<file path="src/rtl/rab_pkg.sv">
// Shared types, constants and the modular inverse table for the recurrent affine byte cipher.
// No dependencies; every other file of the block imports this package.
`default_nettype none

package rab_pkg;

    // Alphabet base: a symbol's position is its byte value minus this, modulo 256.
    localparam logic [7:0] ALPHA_BASE = 8'd65;

    // Configuration register indexes.
    localparam int CFG_ADDR_W = 3;
    localparam logic [CFG_ADDR_W-1:0] CFG_DIRECTION     = 3'd0;
    localparam logic [CFG_ADDR_W-1:0] CFG_MULT_FIRST    = 3'd1;
    localparam logic [CFG_ADDR_W-1:0] CFG_MULT_SECOND   = 3'd2;
    localparam logic [CFG_ADDR_W-1:0] CFG_OFFSET_FIRST  = 3'd3;
    localparam logic [CFG_ADDR_W-1:0] CFG_OFFSET_SECOND = 3'd4;

    // Direction codes.
    localparam logic DIR_ENCRYPT = 1'b0;
    localparam logic DIR_DECRYPT = 1'b1;

    // One accepted input transaction as it travels through the queue.
    typedef struct packed {
        logic [7:0] symbol;
        logic       start;
    } t_item;

    // Seed keys as held by the configuration registers, with their inverses.
    typedef struct packed {
        logic       direction;
        logic [7:0] mult_first;
        logic [7:0] mult_second;
        logic [7:0] offset_first;
        logic [7:0] offset_second;
        logic [7:0] inv_first;
        logic [7:0] inv_second;
    } t_keys;

    // Queue status seen by the top level.
    typedef struct packed {
        logic push;
        logic full;
        logic empty;
    } t_queue_status;

    typedef logic [7:0] t_inv_table [256];

    // Inverse modulo 256 of every odd byte, built at elaboration by Newton
    // iteration (3, 6, 12 then 24 correct bits). Even entries are meaningless.
    function automatic t_inv_table build_inv_table();
        t_inv_table tbl;
        logic [7:0] a;
        logic [7:0] x;
        logic [7:0] ax;
        for (int i = 0; i < 256; i++) begin
            a = 8'(i);
            x = a;
            for (int k = 0; k < 3; k++) begin
                ax = 8'(a * x);
                x  = 8'(x * 8'(8'd2 - ax));
            end
            tbl[i] = x;
        end
        return tbl;
    endfunction

    localparam t_inv_table INV_TABLE = build_inv_table();

endpackage

`default_nettype wire

</file>
<file path="src/rtl/rab_front.sv">
// Front end of the recurrent affine byte cipher: accepts transactions, drops them when a
// seed multiplier is even, and queues the rest for the back end. Depends on rab_pkg.
`default_nettype none

module rab_front #(
    parameter int QUEUE_DEPTH = 2
) (
    input  wire                     i_clk,
    input  wire                     i_rst_n,
    input  wire                     i_valid,
    output logic                    o_ready,
    input  wire rab_pkg::t_item     i_item,
    input  wire                     i_keys_odd,
    input  wire                     i_pop,
    output logic                    o_head_valid,
    output rab_pkg::t_item          o_head,
    output rab_pkg::t_queue_status  o_status
);
    import rab_pkg::*;

    localparam int PW = (QUEUE_DEPTH > 1) ? $clog2(QUEUE_DEPTH) : 1;
    localparam int CW = $clog2(QUEUE_DEPTH + 1);
    localparam logic [PW-1:0] LAST_PTR = PW'(QUEUE_DEPTH - 1);
    localparam logic [CW-1:0] FULL_CNT = CW'(QUEUE_DEPTH);

    t_item           r_mem [QUEUE_DEPTH];
    logic [PW-1:0]   r_wr_ptr;
    logic [PW-1:0]   r_rd_ptr;
    logic [CW-1:0]   r_count;
    logic [CW-1:0]   n_count;
    logic            push;
    logic            full;
    logic            empty;

    assign full  = (r_count == FULL_CNT);
    assign empty = (r_count == '0);

    // A transaction with an even seed is taken and discarded.
    assign o_ready = !full;
    assign push    = i_valid && !full && i_keys_odd;

    assign o_head_valid = !empty;
    assign o_head       = r_mem[r_rd_ptr];
    assign o_status     = '{push: push, full: full, empty: empty};

    always_comb begin
        n_count = r_count;
        case ({push, i_pop})
            2'b10:   n_count = r_count + CW'(1);
            2'b01:   n_count = r_count - CW'(1);
            default: n_count = r_count;
        endcase
    end

    always_ff @(posedge i_clk) begin
        if (push) begin
            r_mem[r_wr_ptr] <= i_item;
        end
    end

    always_ff @(posedge i_clk) begin
        if (!i_rst_n) begin
            r_wr_ptr <= '0;
            r_rd_ptr <= '0;
            r_count  <= '0;
        end else begin
            r_count <= n_count;
            if (push) begin
                r_wr_ptr <= (r_wr_ptr == LAST_PTR) ? '0 : r_wr_ptr + PW'(1);
            end
            if (i_pop) begin
                r_rd_ptr <= (r_rd_ptr == LAST_PTR) ? '0 : r_rd_ptr + PW'(1);
            end
        end
    end

endmodule

`default_nettype wire

</file>
<file path="src/rtl/rab_back.sv">
// Back end of the recurrent affine byte cipher: runs the key schedule, applies the affine
// map or its inverse, and holds the result in an output register. Depends on rab_pkg.
`default_nettype none

module rab_back (
    input  wire                 i_clk,
    input  wire                 i_rst_n,
    input  wire rab_pkg::t_keys i_keys,
    input  wire                 i_head_valid,
    input  wire rab_pkg::t_item i_head,
    output logic                o_pop,
    output logic                o_valid,
    input  wire                 i_ready,
    output logic [7:0]          o_symbol
);
    import rab_pkg::*;

    logic [7:0] r_mult_now;
    logic [7:0] r_mult_next;
    logic [7:0] r_offset_now;
    logic [7:0] r_offset_next;
    logic [7:0] r_inverse_now;
    logic [7:0] r_inverse_next;
    logic       r_out_valid;
    logic [7:0] r_out_symbol;

    logic [7:0] mult_a;
    logic [7:0] mult_b;
    logic [7:0] offset_a;
    logic [7:0] offset_b;
    logic [7:0] inverse_a;
    logic [7:0] inverse_b;
    logic [7:0] pos;
    logic [7:0] res;
    logic       step;

    assign step  = i_head_valid && (!r_out_valid || i_ready);
    assign o_pop = step;

    // A message start reloads the schedule from the seeds for this very byte.
    assign mult_a    = i_head.start ? i_keys.mult_first    : r_mult_now;
    assign mult_b    = i_head.start ? i_keys.mult_second   : r_mult_next;
    assign offset_a  = i_head.start ? i_keys.offset_first  : r_offset_now;
    assign offset_b  = i_head.start ? i_keys.offset_second : r_offset_next;
    assign inverse_a = i_head.start ? i_keys.inv_first     : r_inverse_now;
    assign inverse_b = i_head.start ? i_keys.inv_second    : r_inverse_next;

    assign pos = i_head.symbol - ALPHA_BASE;

    always_comb begin
        if (i_keys.direction == DIR_DECRYPT) begin
            res = 8'(8'(pos - offset_a) * inverse_a);
        end else begin
            res = 8'(8'(pos * mult_a) + offset_a);
        end
    end

    always_ff @(posedge i_clk) begin
        if (!i_rst_n) begin
            r_mult_now     <= '0;
            r_mult_next    <= '0;
            r_offset_now   <= '0;
            r_offset_next  <= '0;
            r_inverse_now  <= '0;
            r_inverse_next <= '0;
            r_out_valid    <= 1'b0;
        end else begin
            if (step) begin
                r_mult_now     <= mult_b;
                r_mult_next    <= 8'(mult_a * mult_b);
                r_offset_now   <= offset_b;
                r_offset_next  <= 8'(offset_a + offset_b);
                r_inverse_now  <= inverse_b;
                r_inverse_next <= 8'(inverse_a * inverse_b);
                r_out_valid    <= 1'b1;
            end else if (i_ready) begin
                r_out_valid    <= 1'b0;
            end
        end
    end

    always_ff @(posedge i_clk) begin
        if (step) begin
            r_out_symbol <= res + ALPHA_BASE;
        end
    end

    assign o_valid  = r_out_valid;
    assign o_symbol = r_out_symbol;

endmodule

`default_nettype wire

</file>
<file path="src/rtl/recurrent_affine_byte_cipher.sv">
// Top level of the recurrent affine byte cipher: configuration registers, front end with
// its queue, and back end. Depends on rab_pkg, rab_front and rab_back.
`default_nettype none

// The block enciphers or deciphers a byte stream with a recurrent affine cipher modulo 256.
// Each byte's position is its value minus 'A'; encryption gives pos*a+b and decryption
// (pos-b)*inv(a), both mapped back by adding 'A'. The multipliers, offsets and inverses
// follow a Fibonacci-like schedule seeded from the configuration registers, and a transaction
// with message_start set reloads the schedule. When either seed multiplier is even, input
// transactions are accepted and silently dropped. The block takes one transaction per clock
// cycle while its queue is not full. An accepted transaction is written into the queue, and
// the back end then reads it from the queue head and registers its result once the output
// register is free or being taken. That step is bounded by the result path, a subtract, an
// 8 by 8 multiply and two adds, which runs alongside the schedule update and its two 8 by 8
// multiplies. Input is refused only when the two-entry queue is full, which happens only
// while the consumer holds off a waiting result.
// Configuration writes take effect at once and are only to be made while no transaction is
// in flight.
module recurrent_affine_byte_cipher #(
    parameter int QUEUE_DEPTH = 2
) (
    input  wire                              i_clk,
    input  wire                              i_rst_n,
    input  wire                              i_valid,
    output logic                             o_ready,
    input  wire  [7:0]                       i_symbol_in,
    input  wire                              i_message_start,
    output logic                             o_valid,
    input  wire                              i_ready,
    output logic [7:0]                       o_symbol_out,
    input  wire                              i_cfg_we,
    input  wire  [rab_pkg::CFG_ADDR_W-1:0]   i_cfg_addr,
    input  wire  [7:0]                       i_cfg_wdata
);
    import rab_pkg::*;

    // Configuration registers. The inverse of each seed multiplier is looked up
    // when the seed is written, so the back end never waits for it.
    logic       r_direction;
    logic [7:0] r_mult_first;
    logic [7:0] r_mult_second;
    logic [7:0] r_offset_first;
    logic [7:0] r_offset_second;
    logic [7:0] r_inv_first;
    logic [7:0] r_inv_second;

    always_ff @(posedge i_clk) begin
        if (!i_rst_n) begin
            r_direction     <= DIR_ENCRYPT;
            r_mult_first    <= 8'd1;
            r_mult_second   <= 8'd1;
            r_offset_first  <= 8'd0;
            r_offset_second <= 8'd0;
            r_inv_first     <= 8'd1;
            r_inv_second    <= 8'd1;
        end else if (i_cfg_we) begin
            case (i_cfg_addr)
                CFG_DIRECTION: begin
                    r_direction <= i_cfg_wdata[0];
                end
                CFG_MULT_FIRST: begin
                    r_mult_first <= i_cfg_wdata;
                    r_inv_first  <= INV_TABLE[i_cfg_wdata];
                end
                CFG_MULT_SECOND: begin
                    r_mult_second <= i_cfg_wdata;
                    r_inv_second  <= INV_TABLE[i_cfg_wdata];
                end
                CFG_OFFSET_FIRST: begin
                    r_offset_first <= i_cfg_wdata;
                end
                CFG_OFFSET_SECOND: begin
                    r_offset_second <= i_cfg_wdata;
                end
                default: begin
                    // Writes to unused indexes are ignored.
                end
            endcase
        end
    end

    t_keys         keys;
    logic          keys_odd;
    t_item         in_item;
    t_item         head;
    logic          head_valid;
    logic          pop;
    t_queue_status q_status;

    assign keys = '{
        direction:     r_direction,
        mult_first:    r_mult_first,
        mult_second:   r_mult_second,
        offset_first:  r_offset_first,
        offset_second: r_offset_second,
        inv_first:     r_inv_first,
        inv_second:    r_inv_second
    };

    // Only odd multipliers are invertible modulo 256; with an even seed no output is produced.
    assign keys_odd = r_mult_first[0] && r_mult_second[0];

    assign in_item = '{symbol: i_symbol_in, start: i_message_start};

    rab_front #(
        .QUEUE_DEPTH (QUEUE_DEPTH)
    ) u_front (
        .i_clk        (i_clk),
        .i_rst_n      (i_rst_n),
        .i_valid      (i_valid),
        .o_ready      (o_ready),
        .i_item       (in_item),
        .i_keys_odd   (keys_odd),
        .i_pop        (pop),
        .o_head_valid (head_valid),
        .o_head       (head),
        .o_status     (q_status)
    );

    rab_back u_back (
        .i_clk        (i_clk),
        .i_rst_n      (i_rst_n),
        .i_keys       (keys),
        .i_head_valid (head_valid),
        .i_head       (head),
        .o_pop        (pop),
        .o_valid      (o_valid),
        .i_ready      (i_ready),
        .o_symbol     (o_symbol_out)
    );

    // A transaction only enters the queue when both seed multipliers are odd.
    a_push_needs_odd_seeds: assert property (@(posedge i_clk) disable iff (!i_rst_n)
        q_status.push |-> keys_odd)
        else $error("transaction queued with an even seed multiplier");

    // The back end never takes a transaction from an empty queue.
    a_pop_not_empty: assert property (@(posedge i_clk) disable iff (!i_rst_n)
        pop |-> !q_status.empty)
        else $error("back end popped an empty queue");

    // The queue cannot be empty and full at once.
    a_queue_consistent: assert property (@(posedge i_clk) disable iff (!i_rst_n)
        !(q_status.full && q_status.empty))
        else $error("queue reports empty and full together");

    // A result that is stalled by the consumer stays in the output register.
    a_result_held: assert property (@(posedge i_clk) disable iff (!i_rst_n)
        (o_valid && !i_ready) |=> (o_valid && $stable(o_symbol_out)))
        else $error("stalled result was lost or changed");

endmodule

`default_nettype wire

</file>
<file path="config.mk">
export PLATFORM = sky130hd
export DESIGN_NAME = recurrent_affine_byte_cipher
export DESIGN_NICKNAME = d
export VERILOG_FILES = /design/src/rtl/rab_pkg.sv /design/src/rtl/rab_front.sv /design/src/rtl/rab_back.sv /design/src/rtl/recurrent_affine_byte_cipher.sv
export SDC_FILE = /design/constraint.sdc
export NUM_CORES = 1
export LEC_CHECK = 0
export ABC_AREA = 0
export BUFFER_PORTS_ARGS = -buffer_cell sky130_fd_sc_hd__buf_2
export CAP_MARGIN = 20
export CORE_MARGIN = 4
export CORE_UTILIZATION = 51
export DETAILED_ROUTE_END_ITERATION = 12
export GPL_TIMING_DRIVEN = 0
export PLACE_DENSITY = 0.72
export SLEW_MARGIN = 5
export SYNTH_ARGS = -nofsm -noshare
export SYNTH_HDL_FRONTEND = slang
export SYNTH_SLANG_ARGS = --single-unit
</file>
<file path="constraint.sdc">
create_clock -name i_clk -period 11 [get_ports i_clk]
set_clock_uncertainty 0.1 [all_clocks]
set_input_delay 1.65 -clock i_clk [delete_from_list [all_inputs] [get_ports i_clk]]
set_output_delay 1.65 -clock i_clk [all_outputs]
set_load 0.05 [all_outputs]
</file>
-- Word level (Yosys, flattened, before mapping)
Memory sizes are Yosys's and may differ from the RTL's. A register that Yosys moved wholly into a read port is not among the register bits.
Cells that the tools add are included.
- flip-flop bits (word level): 110
- RAM bits: 18
- memory bits (read-only): 2048
- input port bits: 25
- output and inout bits: 10
- word-level logic and storage cells: 77
- memories kept: 2
- add/subtract/negate cells: 9
- multipliers: 4
- order comparisons: 1
- equal/unequal tests: 7
- muxes and demuxes: 18
- bitwise operators: 1
- reduce and logical (&&, ||, !) cells: 17
- memories (name ; depth ; width ; read ports ; clocked after Yosys merged registers in ; wr ports ; RTL line ; RTL):
    (name not given) ; 256 ; 8 ; 1 ; 0 ; 0 ; recurrent_affine_byte_cipher.sv:67 ; r_inv_second <= INV_TABLE[i_cfg_wdata];
    u_front.r_mem ; 2 ; 9 ; 1 ; 1 ; 1 ; rab_front.sv:26 ; t_item r_mem [QUEUE_DEPTH];
- operator list (kind ; number):
    $mux 8 ; 9
    $mul 8x8->8 ; 4
    $add 8x8->8 ; 2
    $reduce_and 2->1 ; 5
    $ge 9x9->1 const B ; 1
    $not 8->9 ; 1
    $add 8x7->8 const B ; 1
    $mux 1 ; 8
    $sub 8x7->8 const B ; 1
    $sub 8x8->8 ; 1
    $eq 3x2->1 const B ; 2
    $eq 2x2->1 const B ; 2
    $logic_and 1x1->1 ; 4
    $pmux 2 s2 ; 1
    $reduce_bool 2->1 ; 2
    $eq 3x1->1 const B ; 1
    $eq 3x3->1 const B ; 1
    $logic_not 1->1 ; 3
    $logic_not 3->1 ; 1
    $add 1x1->1 const B ; 2
    $add 2x1->2 const B ; 1
    $eq 2x1->1 const B ; 1
    $logic_not 2->1 ; 1
    $sub 2x1->2 const B ; 1
    $logic_or 1x1->1 ; 1

-- Longest topological paths before layout
Gate-level depths: netlist of run 1.
- depth after elaboration: 6
- depth in mapped cells: 30
- depth with buffers taken out: 25

-- Hierarchy
Synthesis of run 1 repeated with hierarchy kept, for this count alone.
- cells, all modules: 1221
- area, all modules: 10810.4 um^2
- by module, submodules not included (module ; instances ; cells each ; area an instance (um^2) ; seq. area each (um^2)):
    rab_back ; 1 ; 830 ; 7195.7 ; 1221.2
    recurrent_affine_byte_cipher ; 1 ; 333 ; 2700.1 ; 940.9
    rab_front ; 1 ; 58 ; 914.6 ; 640.6

-- Least setup slack after synthesis of run 1
OpenSTA, ideal clock, no wires.
- kind: register to register
- from: reg (tool-made name)
- to: reg u_back.r_out_symbol[7], in the netlist u_back.o_symbol[7], data pin
- library setup time: 0.261 ns
- arrival: 6.583 ns
- data required time: 10.639 ns
- setup slack: 4.055 ns
- cell stages (with the launch flop): 29
- buffers on the path: 4
- clock period less this slack: 6.945 ns
- cells stage by stage: dfxtp_1 -> buf_6 -> mux2i_2 -> buf_6 -> clkbuf_1 -> buf_1 -> nand2_1 -> nand2_1 -> inv_1 -> ha_1 -> nand2b_1 -> a21oi_1 -> xnor2_1 -> or2_2 -> fa_1 -> inv_1 -> ha_1 -> inv_1 -> fa_1 -> fa_1 -> inv_1 -> ha_1 -> a21oi_1 -> xor2_1 -> xnor3_2 -> xnor3_1 -> xor2_1 -> mux2i_1 -> xnor2_1
- RTL lines (element ; RTL line ; RTL):
    to (signal assigned) ; rab_back.sv:84 ; r_out_symbol <= res + ALPHA_BASE;
    to (decl) ; rab_back.sv:25 ; logic [7:0] r_out_symbol;

==> results of run 1 <==
-- layout make-up --
type	instances	area, um^2	share of cell area (%)
Inverter	120	450	3.92
Clock buffer	20	468	4.07
Clock inverter	12	146	1.27
Multi-Input combinational cell	962	6880	59.8
Buffer	62	265	2.31
Sequential cell	127	2800	24.4
Tap cell	265	332	2.88
Timing Repair Buffer	31	155	1.35
-- metrics by stage --
stage | worst slack, ns | instances | power, W
floorplan | 4.06 | 1271 | 0.00169
global placement | 2.81 | 1567 | 0.00201
detailed placement | 2.80 | 1567 | 0.00204
CTS | 2.68 | 1599 | 0.00263
global route | 2.26 | 1599 | 0.00283
finish | 2.61 | 1599 | 0.00263
-- critical path: cells and delay by family (launching register included) --
family | cells | cell delay (ns)
AOI/OAI and AO/OA | 2 | 0.37
buffers and inverters | 8 | 1.67
and+or+nand+nor | 4 | 0.83
DFF | 1 | 0.32
xor gates and xnor gates | 6 | 1.43
muxes | 2 | 0.92
adders and majority gates | 6 | 2.47
-- state kept, by name, indices dropped and copies added (netlist names), 2 cells and up, named ones only --
register	flops
r_inv_first	7
u_back.r_mult_now	8
u_back.r_inverse_next	8
u_back.r_mult_next	8
u_back.o_symbol	8
u_back.r_inverse_now	8
r_mult_second	8
u_back.r_offset_next	8
u_front.r_mem	18
r_mult_first	8
u_back.r_offset_now	8
r_offset_first	8
r_offset_second	8
r_inv_second	7
u_front.r_count	2
-- placed cells by master, fill, tap and decap left out, types with 11 or more instances in the layout --
cell                        synthesis  layout
sky130_fd_sc_hd__a211oi_1          35      35
sky130_fd_sc_hd__a21oi_1          117     117
sky130_fd_sc_hd__buf_2              1      32
sky130_fd_sc_hd__clkbuf_1          49      50
sky130_fd_sc_hd__clkbuf_16          0      18
sky130_fd_sc_hd__dfxtp_1          101     101
sky130_fd_sc_hd__edfxtp_1          26      26
sky130_fd_sc_hd__fa_1              56      56
sky130_fd_sc_hd__ha_1              87      87
sky130_fd_sc_hd__inv_1            117     117
sky130_fd_sc_hd__mux2i_1           31      31
sky130_fd_sc_hd__nand2_1          229     229
sky130_fd_sc_hd__nand2b_1          12      12
sky130_fd_sc_hd__nand3_1           11      11
sky130_fd_sc_hd__nor2_1           153     153
sky130_fd_sc_hd__nor3_1            12      12
sky130_fd_sc_hd__o21ai_0           17      17
sky130_fd_sc_hd__or2_2             19      19
sky130_fd_sc_hd__xnor2_1           60      60
sky130_fd_sc_hd__xor2_1            29      29
-- power by group through the flow --
| stage | Combinational, W | Clock, W | Sequential (W) |
|---|---|---|---|
| finish | 0.00142 | 0.000585 | 0.000624 |
| global route | 0.00158 | 0.000610 | 0.000633 |
| CTS | 0.00142 | 0.000589 | 0.000623 |
| detailed placement | 0.00141 | 0 | 0.000632 |
| global placement | 0.00138 | 0 | 0.000630 |
| floorplan | 0.00101 | 0 | 0.000681 |
-- cell families (layout without fill, tap and decap cells) --
group                      after synthesis  after routing  synth area share [%]
DFF                                    127            127                  26.9
adders and majority gates              143            143                  21.2
muxes                                   48             48                  5.74
AOI/OAI and AO/OA                      206            206                  11.8
and+or+nand+nor                        472            472                  19.0
buffers and inverters                  182            245                  6.88
xor gates and xnor gates                93             93                  8.39
-- final timing paths --
path	start	to	slack, ns	cells after the start
min reg2reg	u_back.r_offset_next[5]$_SDFFE_PN0P_	u_back.r_offset_next[5]$_SDFFE_PN0P_	0.35	2
max reg2reg	flip-flop	u_back.o_symbol[7]$_DFFE_PP_	2.61	28
min	u_back.r_offset_next[5]$_SDFFE_PN0P_	u_back.r_offset_next[5]$_SDFFE_PN0P_	0.35	2
max	flip-flop	u_back.o_symbol[7]$_DFFE_PP_	2.61	28
-- routing by layer --
| metal | GRT usage [%] | routed length (um) | vias up |
|---|---|---|---|
| met4 | 5.94 | 457 | 0 |
| met2 | 41.3 | 12800 | 268 |
| li1 | - | - | 4270 |
| met5 | 0 | 0 | - |
| met1 | 31.6 | 11400 | 4222 |
| met3 | 5.06 | 1660 | 38 |
==> metrics.json, run 1 <==
{
  "run_status": "complete, no violations",
  "maxClockFrequency_ghz": 0.119,
  "cp_slowest_stage_delay_ns": 0.64,
  "floorplan.initialDensity_pct": 52.6,
  "slew-limit-headroom_pct": 24.7,
  "row_cnt": 51,
  "drtAntennaViolNets": 0,
  "antenna-diode-count": 0,
  "grt_setup_unrepaired": "false",
  "grt_start_max_net_pins": 19,
  "cts_root_buf": "sky130_fd_sc_hd__clkbuf_16",
  "min_path_type": "flip-flop to flip-flop",
  "placed_cell_area_um2": 10900,
  "grt_antenna_before_repair": 0,
  "critical_path_required_ns": 11.07,
  "setup.worst_path.start_class": "flip-flop",
  "nNetsFinal": 1489,
  "tightestPinTransition_ns": 1.13,
  "gp_congestion": 0.916,
  "ctsHoldBuffers": 0,
  "portBuffers": 31,
  "grt.overflow.total": 0,
  "flow.area_growth_from_synthesis_pct": 10.6,
  "setup_viol_count_final": 0,
  "grt_pass1_wl_um": 43500,
  "netlist_instances": 1271,
  "cts.clk_slew.worst_paths_ns": 0.06,
  "finalCriticalPeriod_ns": 8.39,
  "critPathMaxFanout": 10,
  "grt_usage_pct": 24.2,
  "drc": 0,
  "post_route_cells_drive_above_1_share_pct": 8.10,
  "yosys_most_used_dff": "sky130_fd_sc_hd__dfxtp_1",
  "cts_resized": 0,
  "synth_enable_flop_cells": 26,
  "netSwitchingPower_w": 0.00116,
  "internal-power_w": 0.00147,
  "power.static_leakage_nw": 4.88,
  "first_global_vias": 8749,
  "critPathMostFrequentCell": "sky130_fd_sc_hd__inv_1",
  "route.detailed.wl_per_inst_um": 16.4,
  "pwr-share-comb_pct": 54.0,
  "timing.setup.tns_ns": 0,
  "design_area_um2": 11500,
  "setup.worst_path.end_class": "flip-flop",
  "wl_final_um": 26300,
  "power_frac_clock_pct": 22.3,
  "top_level_ports": 35,
  "detailed_place_hpwl_um": 19900,
  "synthesis.yosys.warnings": 0,
  "final_core_util_pct": 58.1,
  "netlist.area_leader.share_pct": 19.4,
  "detail_route.first_pass.iterations": 5,
  "core_area_um2": 19800,
  "slowest_stage": "sky130_fd_sc_hd__mux2i_2",
  "ctsHtreeMaxLevel": 4,
  "clock_path_buffers": 2,
  "power.share.sequential_pct": 23.7,
  "arrival_worst_endpoint_ns": 8.46,
  "cap_viol_max_count": 0,
  "dr_total_vias": 8798,
  "hold_viol_final": 0,
  "postSynthRegisterBits": 127,
  "die_w_um": 151,
  "syn_area_per_cell_um2": 8.18,
  "min_period_over_period_pct": 76.2,
  "library_cells_used_by_synthesis": 57,
  "synth.yosys.seq_area_share_pct": 26.9,
  "cts_tree": "yes",
  "report.final.slew_viol_count": 0,
  "netlist_top_cells_area": "sky130_fd_sc_hd__dfxtp_1 19%, sky130_fd_sc_hd__fa_1 11%, sky130_fd_sc_hd__ha_1 10%",
  "hold_ws_ns": 0.349,
  "switching_fraction_pct": 44.2,
  "mappedNetlistArea_um2": 10400,
  "p_per_area_nw_per_um2": 229,
  "cts_post_setup_buffers_inserted": 0,
  "fp.dieArea_um2": 22700,
  "synthesis.nets": 1439,
  "vias_per_std_cell": 5.50,
  "num-fill-cells": 1732,
  "synth.cells.most_frequent": "229 x sky130_fd_sc_hd__nand2_1, 153 x sky130_fd_sc_hd__nor2_1, 117 x sky130_fd_sc_hd__a21oi_1, 117 x sky130_fd_sc_hd__inv_1, 101 x sky130_fd_sc_hd__dfxtp_1",
  "cts_sinks": 127,
  "crit_type": "flip-flop to flip-flop",
  "cts_bufs_inserted": 17,
  "dieHeight_um": 151,
  "ir_worst_vdd_v": 0.000151,
  "synthMostInstantiatedCell": "sky130_fd_sc_hd__nand2_1",
  "synth-async-reset-ratio_pct": 0,
  "initial_drc_count": 599,
  "clk-insertion-delay-late_ns": 0.43,
  "post-synth-top-area-cell": "sky130_fd_sc_hd__dfxtp_1"
}
(Power assumes the default switching activity.)
==> inputs of run 2 (changes only) <==
==> constraint.sdc (replaced) <==
create_clock -name i_clk -period 8.2 [get_ports i_clk]
set_clock_uncertainty 0.1 [all_clocks]
set_input_delay 1.23 -clock i_clk [delete_from_list [all_inputs] [get_ports i_clk]]
set_output_delay 1.23 -clock i_clk [all_outputs]
set_load 0.05 [all_outputs]
==> metrics.json, run 2 (same netlist as run 1, synthesis figures left out) <==
{
  "run_status": "complete, no violations",
  "critPathMostFrequentCell": "sky130_fd_sc_hd__fa_1",
  "flow.area_growth_from_synthesis_pct": 10.6,
  "cts_root_buf": "sky130_fd_sc_hd__clkbuf_16",
  "fp.dieArea_um2": 22700,
  "min_path_type": "flip-flop to flip-flop",
  "cts_bufs_inserted": 17,
  "p_per_area_nw_per_um2": 306,
  "setup_viol_count_final": 0,
  "grt_start_max_net_pins": 19,
  "final_core_util_pct": 58.2,
  "power.static_leakage_nw": 4.88,
  "cts_sinks": 127,
  "wl_final_um": 26200,
  "clock_path_buffers": 2,
  "clk-insertion-delay-late_ns": 0.43,
  "grt.overflow.total": 0,
  "ir_worst_vdd_v": 0.000200,
  "cts_post_setup_buffers_inserted": 0,
  "placed_cell_area_um2": 10900,
  "slowest_stage": "sky130_fd_sc_hd__fa_1",
  "slew-limit-headroom_pct": 24.6,
  "grt_setup_unrepaired": "false",
  "hp-start": "u_back.r_offset_next[5]$_SDFFE_PN0P_",
  "num-fill-cells": 1728,
  "report.final.slew_viol_count": 0,
  "critical_path_required_ns": 8.27,
  "arrival_worst_endpoint_ns": 7.64,
  "dr_total_vias": 8792,
  "row_cnt": 51,
  "portBuffers": 31,
  "die_w_um": 151,
  "initial_drc_count": 588,
  "drtAntennaViolNets": 0,
  "commonest_cells_after_routing_fill_and_taps_aside": "229 x sky130_fd_sc_hd__nand2_1, 153 x sky130_fd_sc_hd__nor2_1, 117 x sky130_fd_sc_hd__inv_1, 117 x sky130_fd_sc_hd__a21oi_1, 101 x sky130_fd_sc_hd__dfxtp_1",
  "nNetsFinal": 1487,
  "grt_pass1_wl_um": 43500,
  "drc": 0,
  "worst_slack_ns": 0.624,
  "hold_viol_final": 0,
  "dieHeight_um": 151,
  "detail_route.first_pass.iterations": 5,
  "ctsHtreeMaxLevel": 4,
  "top_level_ports": 35,
  "multi_input_logic_area_um2": 6890,
  "gp_congestion": 0.916,
  "grt_antenna_before_repair": 0,
  "floorplan.initialDensity_pct": 52.6,
  "cts.clk_slew.worst_paths_ns": 0.06,
  "maxClockFrequency_ghz": 0.132,
  "grt_usage_pct": 24.2,
  "post_route_cells_drive_above_1_share_pct": 8.18,
  "tightestPinTransition_ns": 1.13,
  "setup.worst_path.end_class": "flip-flop",
  "regArea_um2": 2800,
  "setup.worst_path.start_class": "flip-flop",
  "core_area_um2": 19800,
  "critPathMaxFanout": 19,
  "cp_slowest_stage_delay_ns": 0.54,
  "crit_type": "flip-flop to flip-flop",
  "largest_register_ffs": 18,
  "cts_tree": "yes",
  "vias_per_std_cell": 5.51,
  "cap_viol_max_count": 0,
  "detailed_place_hpwl_um": 19900,
  "min_period_over_period_pct": 92.4,
  "finalCriticalPeriod_ns": 7.58,
  "placement.setup.worst_slack_ns": -0.00163,
  "first_global_vias": 8765,
  "ctsHoldBuffers": 0,
  "antenna-diode-count": 0,
  "most_common_cell_after_layout_fill_and_taps_aside": "sky130_fd_sc_hd__nand2_1",
  "design_area_um2": 11500,
  "route.detailed.wl_per_inst_um": 16.4,
  "registers.top_by_ff_count": "u_front.r_mem"
}
==> run 2: cell count changes in the layout (fill, tap and decap cells not counted), sizes merged <==
cell | before | now
buf | 43 | 42
clkbuf | 70 | 69
==> run 2: power breakdown <==
group	switching (W)	internal, W	leakage [nW]	total [W]
sequential	0.0000599	0.000777	1.06	0.000837
combinational	0.00119	0.000710	3.52	0.00190
clock	0.000304	0.000481	0.297	0.000785
==> run 2: cell type report <==
cell class / count / area share (%)
repair buffers: 31 / 1.35
clock inverters: 12 / 1.27
inverters: 120 / 3.92
clock buffers: 20 / 4.07
well taps: 265 / 2.88
plain buffers: 60 / 2.25
multi-input cells: 962 / 59.9
flip-flops and latches: 127 / 24.4
==> run 2: repair_timing <==
| item | CTS | global route |
|---|---|---|
| gates resized for setup | 1 | 1 |
| setup endpoints to repair | 1 | 1 |
| hold endpoints to repair | 0 | 0 |
==> run 2: routing by layer <==
layer | GRT usage [%] | share of wire [%]
met1 | 31.6 | 44
met2 | 41.3 | 48
met3 | 5.06 | 5.8
met4 | 6.17 | 2.0
met5 | 0 | 0
==> run 2: through the flow <==
| step | std cells | total power (W) | TNS (ns) | hold WS, ns |
|---|---|---|---|---|
| floorplan | 1271 | 0.00227 | 0 | 0.331 |
| global placement | 1567 | 0.00269 | 0 | 0.339 |
| detailed placement | 1567 | 0.00273 | -0.00163 | 0.345 |
| CTS | 1599 | 0.00353 | 0 | 0.354 |
| global route | 1597 | 0.00379 | 0 | 0.376 |
| finish | 1597 | 0.00352 | 0 | 0.350 |
==> run 2: path summary, 6_finish.rpt <==
check | end | slack [ns] | depth (start not counted)
worst min register to register | u_back.r_offset_next[5]$_SDFFE_PN0P_ | 0.35 | 2
worst max-delay path | u_back.o_symbol[7]$_DFFE_PP_ | 0.62 | 28
worst max register to register | u_back.o_symbol[7]$_DFFE_PP_ | 0.62 | 28
worst min-delay path | u_back.r_offset_next[5]$_SDFFE_PN0P_ | 0.35 | 2
==> run 2: worst max-delay path: cells and delay by family, from the launching register on <==
family / cells / cell delay, ns
AO/OA/AOI/OAI: 2 / 0.34
multiplexers: 2 / 0.65
XOR/XNOR: 6 / 1.57
flip-flops: 1 / 0.32
adder cells (fa/ha/maj): 7 / 2.80
AND/OR/NAND/NOR: 4 / 0.62
buffers and inverters: 7 / 0.88
